--- src/text_console_glyph_renderer_unit_assert.svh ---
// Assertion macros for the glyph renderer. They sample on clk_i and are
// disabled while rst_ni is low, so they rely on those names in the user scope.
`ifndef TEXT_CONSOLE_GLYPH_RENDERER_UNIT_ASSERT_SVH
`define TEXT_CONSOLE_GLYPH_RENDERER_UNIT_ASSERT_SVH

// Same-cycle implication.
`define TCGR_ASSERT_IMP(lbl, ante, cons, msg) \
  lbl: assert property (@(posedge clk_i) disable iff (!rst_ni) (ante) |-> (cons)) \
    else $error(msg);

// Next-cycle implication.
`define TCGR_ASSERT_NXT(lbl, ante, cons, msg) \
  lbl: assert property (@(posedge clk_i) disable iff (!rst_ni) (ante) |=> (cons)) \
    else $error(msg);

`endif

--- src/tcgr_pkg.sv ---
package tcgr_pkg;

  localparam int GLYPH_HEIGHT_DEF = 16;
  localparam int GLYPH_WIDTH      = 8;
  localparam int TAB_WIDTH        = 8;
  localparam int GLYPH_COUNT      = 256;

  localparam int ROW_W  = 8;
  localparam int COL_W  = 9;
  localparam int PROW_W = 12;
  localparam int COLS_W = 10;
  localparam int ROWS_W = 9;
  localparam int FG_W   = 32;

  typedef enum logic [1:0] {
    MODE_PRINT = 2'd0,
    MODE_LOAD  = 2'd1,
    MODE_CARET = 2'd2
  } mode_e;

  typedef enum logic [1:0] {
    REG_COLS = 2'd0,
    REG_ROWS = 2'd1,
    REG_FG   = 2'd2
  } reg_e;

  localparam logic KIND_GLYPH  = 1'b0;
  localparam logic KIND_SCROLL = 1'b1;

  localparam logic [7:0] CHAR_TAB   = 8'h09;
  localparam logic [7:0] CHAR_LF    = 8'h0A;
  localparam logic [7:0] CHAR_CR    = 8'h0D;
  localparam logic [7:0] CHAR_SPACE = 8'h20;

  localparam logic [COLS_W-1:0] COLS_RESET = 10'd80;
  localparam logic [COLS_W-1:0] COLS_MIN   = 10'd8;
  localparam logic [COLS_W-1:0] COLS_MAX   = 10'd512;
  localparam logic [ROWS_W-1:0] ROWS_RESET = 9'd25;
  localparam logic [ROWS_W-1:0] ROWS_MIN   = 9'd2;
  localparam logic [ROWS_W-1:0] ROWS_MAX   = 9'd256;
  localparam logic [FG_W-1:0]   FG_RESET   = 32'h00FF_FFFF;

  typedef enum logic [1:0] {
    ST_IDLE   = 2'd0,
    ST_STEP   = 2'd1,
    ST_SCROLL = 2'd2,
    ST_EMIT   = 2'd3
  } state_e;

  typedef struct packed {
    logic accept;
    logic step;
    logic emit_scroll;
    logic emit_row;
  } cmd_t;

  typedef struct packed {
    logic scroll;
    logic line_last;
    logic slot_free;
  } sts_t;

endpackage

--- src/tcgr_ctrl.sv ---
module tcgr_ctrl (
  input  logic                clk_i,
  input  logic                rst_ni,
  input  logic                in_valid_i,
  input  logic [1:0]          in_mode_i,
  output logic                in_ready_o,
  input  tcgr_pkg::sts_t      sts_i,
  output tcgr_pkg::cmd_t      cmd_o
);

  tcgr_pkg::state_e state_q, state_d;

  always_ff @(posedge clk_i or negedge rst_ni) begin
    if (!rst_ni) begin
      state_q <= tcgr_pkg::ST_IDLE;
    end else begin
      state_q <= state_d;
    end
  end

  always_comb begin
    state_d    = state_q;
    cmd_o      = '0;
    in_ready_o = 1'b0;
    case (state_q)
      tcgr_pkg::ST_IDLE: begin
        in_ready_o   = 1'b1;
        cmd_o.accept = in_valid_i;
        if (in_valid_i) begin
          case (tcgr_pkg::mode_e'(in_mode_i))
            tcgr_pkg::MODE_PRINT: state_d = tcgr_pkg::ST_STEP;
            tcgr_pkg::MODE_CARET: state_d = tcgr_pkg::ST_EMIT;
            default:              state_d = tcgr_pkg::ST_IDLE;
          endcase
        end
      end
      tcgr_pkg::ST_STEP: begin
        cmd_o.step = 1'b1;
        state_d    = sts_i.scroll ? tcgr_pkg::ST_SCROLL : tcgr_pkg::ST_EMIT;
      end
      tcgr_pkg::ST_SCROLL: begin
        if (sts_i.slot_free) begin
          cmd_o.emit_scroll = 1'b1;
          state_d           = tcgr_pkg::ST_EMIT;
        end
      end
      tcgr_pkg::ST_EMIT: begin
        if (sts_i.slot_free) begin
          cmd_o.emit_row = 1'b1;
          if (sts_i.line_last) begin
            state_d = tcgr_pkg::ST_IDLE;
          end
        end
      end
      default: state_d = tcgr_pkg::ST_IDLE;
    endcase
  end

endmodule

--- config.mk ---
export PLATFORM = sky130hd
export DESIGN_NAME = tcgr_ctrl
export DESIGN_NICKNAME = d
export VERILOG_FILES = /design/src/text_console_glyph_renderer_unit_assert.svh /design/src/tcgr_pkg.sv /design/src/tcgr_ctrl.sv
export SDC_FILE = /design/constraint.sdc
export NUM_CORES = 1
export LEC_CHECK = 0
export BUFFER_PORTS_ARGS = -buffer_cell sky130_fd_sc_hd__buf_2
export CAP_MARGIN = 10
export CORE_AREA = 2 2 39 41
export CTS_CLUSTER_SIZE = 24
export DETAILED_ROUTE_END_ITERATION = 6
export DIE_AREA = 0 0 41 43
export MAX_ROUTING_LAYER = met4
export PLACE_DENSITY = 0.36
export SYNTH_ARGS = -nofsm -noshare
export SYNTH_HDL_FRONTEND = slang
export SYNTH_SLANG_ARGS = --single-unit
--- constraint.sdc ---
create_clock -name clk_i -period 2 [get_ports clk_i]
set_clock_uncertainty 0.05 [all_clocks]
set_input_delay 0.1 -clock clk_i [delete_from_list [all_inputs] [get_ports clk_i]]
set_output_delay 0.1 -clock clk_i [all_outputs]
set_load 0.005 [all_outputs]
==> impl_metrics.tcl <==
set metrics [dict create \
    gr-total-overflow 0 \
    viasPerCell 3.67 \
    synth_top_area_cell "ha_1" \
    top_regs "state_q: 2 flops" \
    pre_cts_slack_ns 0.376 \
    die_h_um 43 \
    synth-async-reset-ratio_pct 100 \
    nets 54 \
    rows 14 \
    max_stage_delay_ns 0.39 \
    grt_pass1_vias 223 \
    min_to "state_q[0]" \
    postLayoutCellArea_um2 337 \
    ys_dominant_reg_cell "dfrtp_1" \
    htree_levels 1 \
    largest_reg_flops 2 \
    grt_antenna_before_repair 0 \
    track_usage_pct 7.30 \
    crit_type "flip-flop to flip-flop" \
    outcome "complete, no violations" \
    clk_pin_slew_ns 0.03 \
    rsz0062_at_grt "no" \
    power_density_mw_per_mm2 1340 \
    cp.arrival_ns 1.66 \
    synth_edf_count 0 \
    io_buffers 12 \
    yosys_warnings 0 \
    r2r_end "state_q[1]" \
    slew_violations 0 \
    ir_worst_vdd_uv 473 \
    grt_first_pass_wirelength_um 828 \
    rrSetupSlack_ns 0.39 \
    syn_nets 36 \
    place_area_um2 304 \
    core-area_mm2 0.00138 \
    synth_top_cell_area_share_pct 27.9 \
    min_period_ns 1.61 \
    ff2ff_path_depth 5 \
    yosys-top-cells-area "ha_1 (28%), dfrtp_1 (22%), and2_1 (8.4%)" \
    tritoncts "done" \
    path_max_fanout 6 \
    largest-register "state_q" \
    fin_crit_sh_pct 80.6 \
    yosysUniqueCellTypes 13 \
    reg2reg_from "state_q[0]" \
    startpoint_type "flip-flop" \
    synthToLayoutAreaGrowth_pct 50.3 \
    hold_viol_final 0 \
    slowest_stage "dfrtp_1" \
    min_from "in_mode_i[0]" \
    relSlewSlack_pct 85.0 \
    grt_max_degree 7 \
    post_cts_resized 0 \
    endpoint_kind "flip-flop" \
    clock_latency_ns 0.22 \
    fill_cells 154 \
    fp.dieW_um 41 \
    initial_core_util_pct 16.2 \
    wl_per_cell_um 8.24 \
    drt_pass1_iterations 2 \
    ys_seq_area_share_pct 22.3 \
    finalWorstSetupSlack_ns 0.389 \
    maxCapViolations 0 \
    drt_iter0_drc 3 \
    synth_seq_cells 2 \
    routed_wl_um 453 \
    drc 0 \
    ant_nets 0 \
    cts-buffers-inserted 3 \
    path_cells "inv_1, ha_1, inv_2, o221ai_2, mux2_1" \
    post-dp-hpwl_um 377 \
    drive_above_1_share_pct 46.2 \
    seq_area_um2 50.0 \
    cp.required_ns 2.05 \
    syn_area_per_cell_um2 9.74 \
    dieArea_mm2 0.00176 \
    clkSinkCount 2 \
    vias 202 \
    p_leak_nw 0.181 \
    syn_area_um2 224 \
    gp_congestion 0.608 \
    synth_cells 23 \
    diodes 0 \
    hold-path-cell-count 4 \
    netlist_top_cells_count "ha_1 (5), and2_1 (3), inv_1 (3)" \
    hold_class "input pin to flip-flop" \
    multiInputGateArea_um2 159 \
    setup_viol 0 \
    post-synth-top-count-cell "ha_1" \
    fin_tns_setup_ns 0 \
    clk_path_buf_depth 2 \
    worst_slew_pin_slew_ns 0.223 \
    cts-root-buf "clkbuf_4" \
    top_level_ports 13 \
    max_clock_freq_mhz 621 \
]
## where the power goes
group	switching, mW	total (mW)	internal, mW
Clock	0.0231	0.0893	0.0662
Sequential	0.0220	0.0859	0.0639
Combinational	0.134	0.276	0.141
Total	0.179	0.451	0.272
## layer usage
layer	share of wire, %	vias to the layer above	global-route usage (%)
met3	12	0	4.71
li1	-	109	-
met2	46	8	10.0
met5	0	-	-
met1	42	85	7.72
met4	0	0	4.00
## final cells by class
class	instances	area share, %
Sequential cell	2	14.9
Inverter	4	4.46
Tap cell	16	5.95
Multi-Input combinational cell	17	47.2
Timing Repair Buffer	13	20.8
Clock buffer	3	6.69
## worst max path at each step
stage	start	to	slack, ns	depth (start not counted)
floorplan	state_q[0]	state_q[1]	0.49	5
global placement	state_q[0]	state_q[1]	0.40	5
detailed placement	state_q[0]	state_q[1]	0.38	5
CTS	state_q[0]	state_q[1]	0.37	5
global route	state_q[0]	state_q[1]	0.25	5
finish	state_q[0]	state_q[1]	0.39	5
## through the flow
stage | utilization (%) | cells | hold slack (ns) | power [mW]
finish | 24.3 | 55 | 0.133 | 0.451
global route | 24.3 | 55 | 0.152 | 0.515
CTS | 24.3 | 55 | 0.126 | 0.467
detailed placement | 22.0 | 51 | -0.162 | 0.369
global placement | 22.0 | 51 | -0.165 | 0.367
floorplan | - | 23 | -0.246 | 0.286
## layout by cell type, fill, tap and decap left out
master,count
mux2i_1,1
ha_1,5
dlygate4sd3_1,1
buf_2,12
o21bai_2,1
clkbuf_4,3
o221ai_2,1
o2bb2ai_1,1
o31ai_1,1
mux2_1,1
nand2_1,2
inv_2,1
inv_1,3
and2_1,3
dfrtp_1,2
nor2b_1,1
## worst max-delay path, delay by kind of cell, from the launching register on
kind	cells	cell delay (ns)
buf+inv	2	0.20
compound gates	1	0.22
mux	1	0.35
flops	1	0.39
fa+ha+maj	1	0.27
## timing repair
action / 4_1_cts / 5_1_grt
buffers inserted: 0 / 0
endpoints found under the hold margin: 2 / 0
hold buffers: 1 / 0
## cell families after synthesis
| kind of cell | after synthesis | synth area share, % |
|---|---|---|
| AOI/OAI and AO/OA | 4 | 19.0 |
| adders and majority gates | 5 | 27.9 |
| buffers and inverters | 4 | 6.70 |
| DFF | 2 | 22.3 |
| muxes | 2 | 9.50 |
| and+or+nand+nor | 6 | 14.5 |
Power figures use the tool's default switching activity.
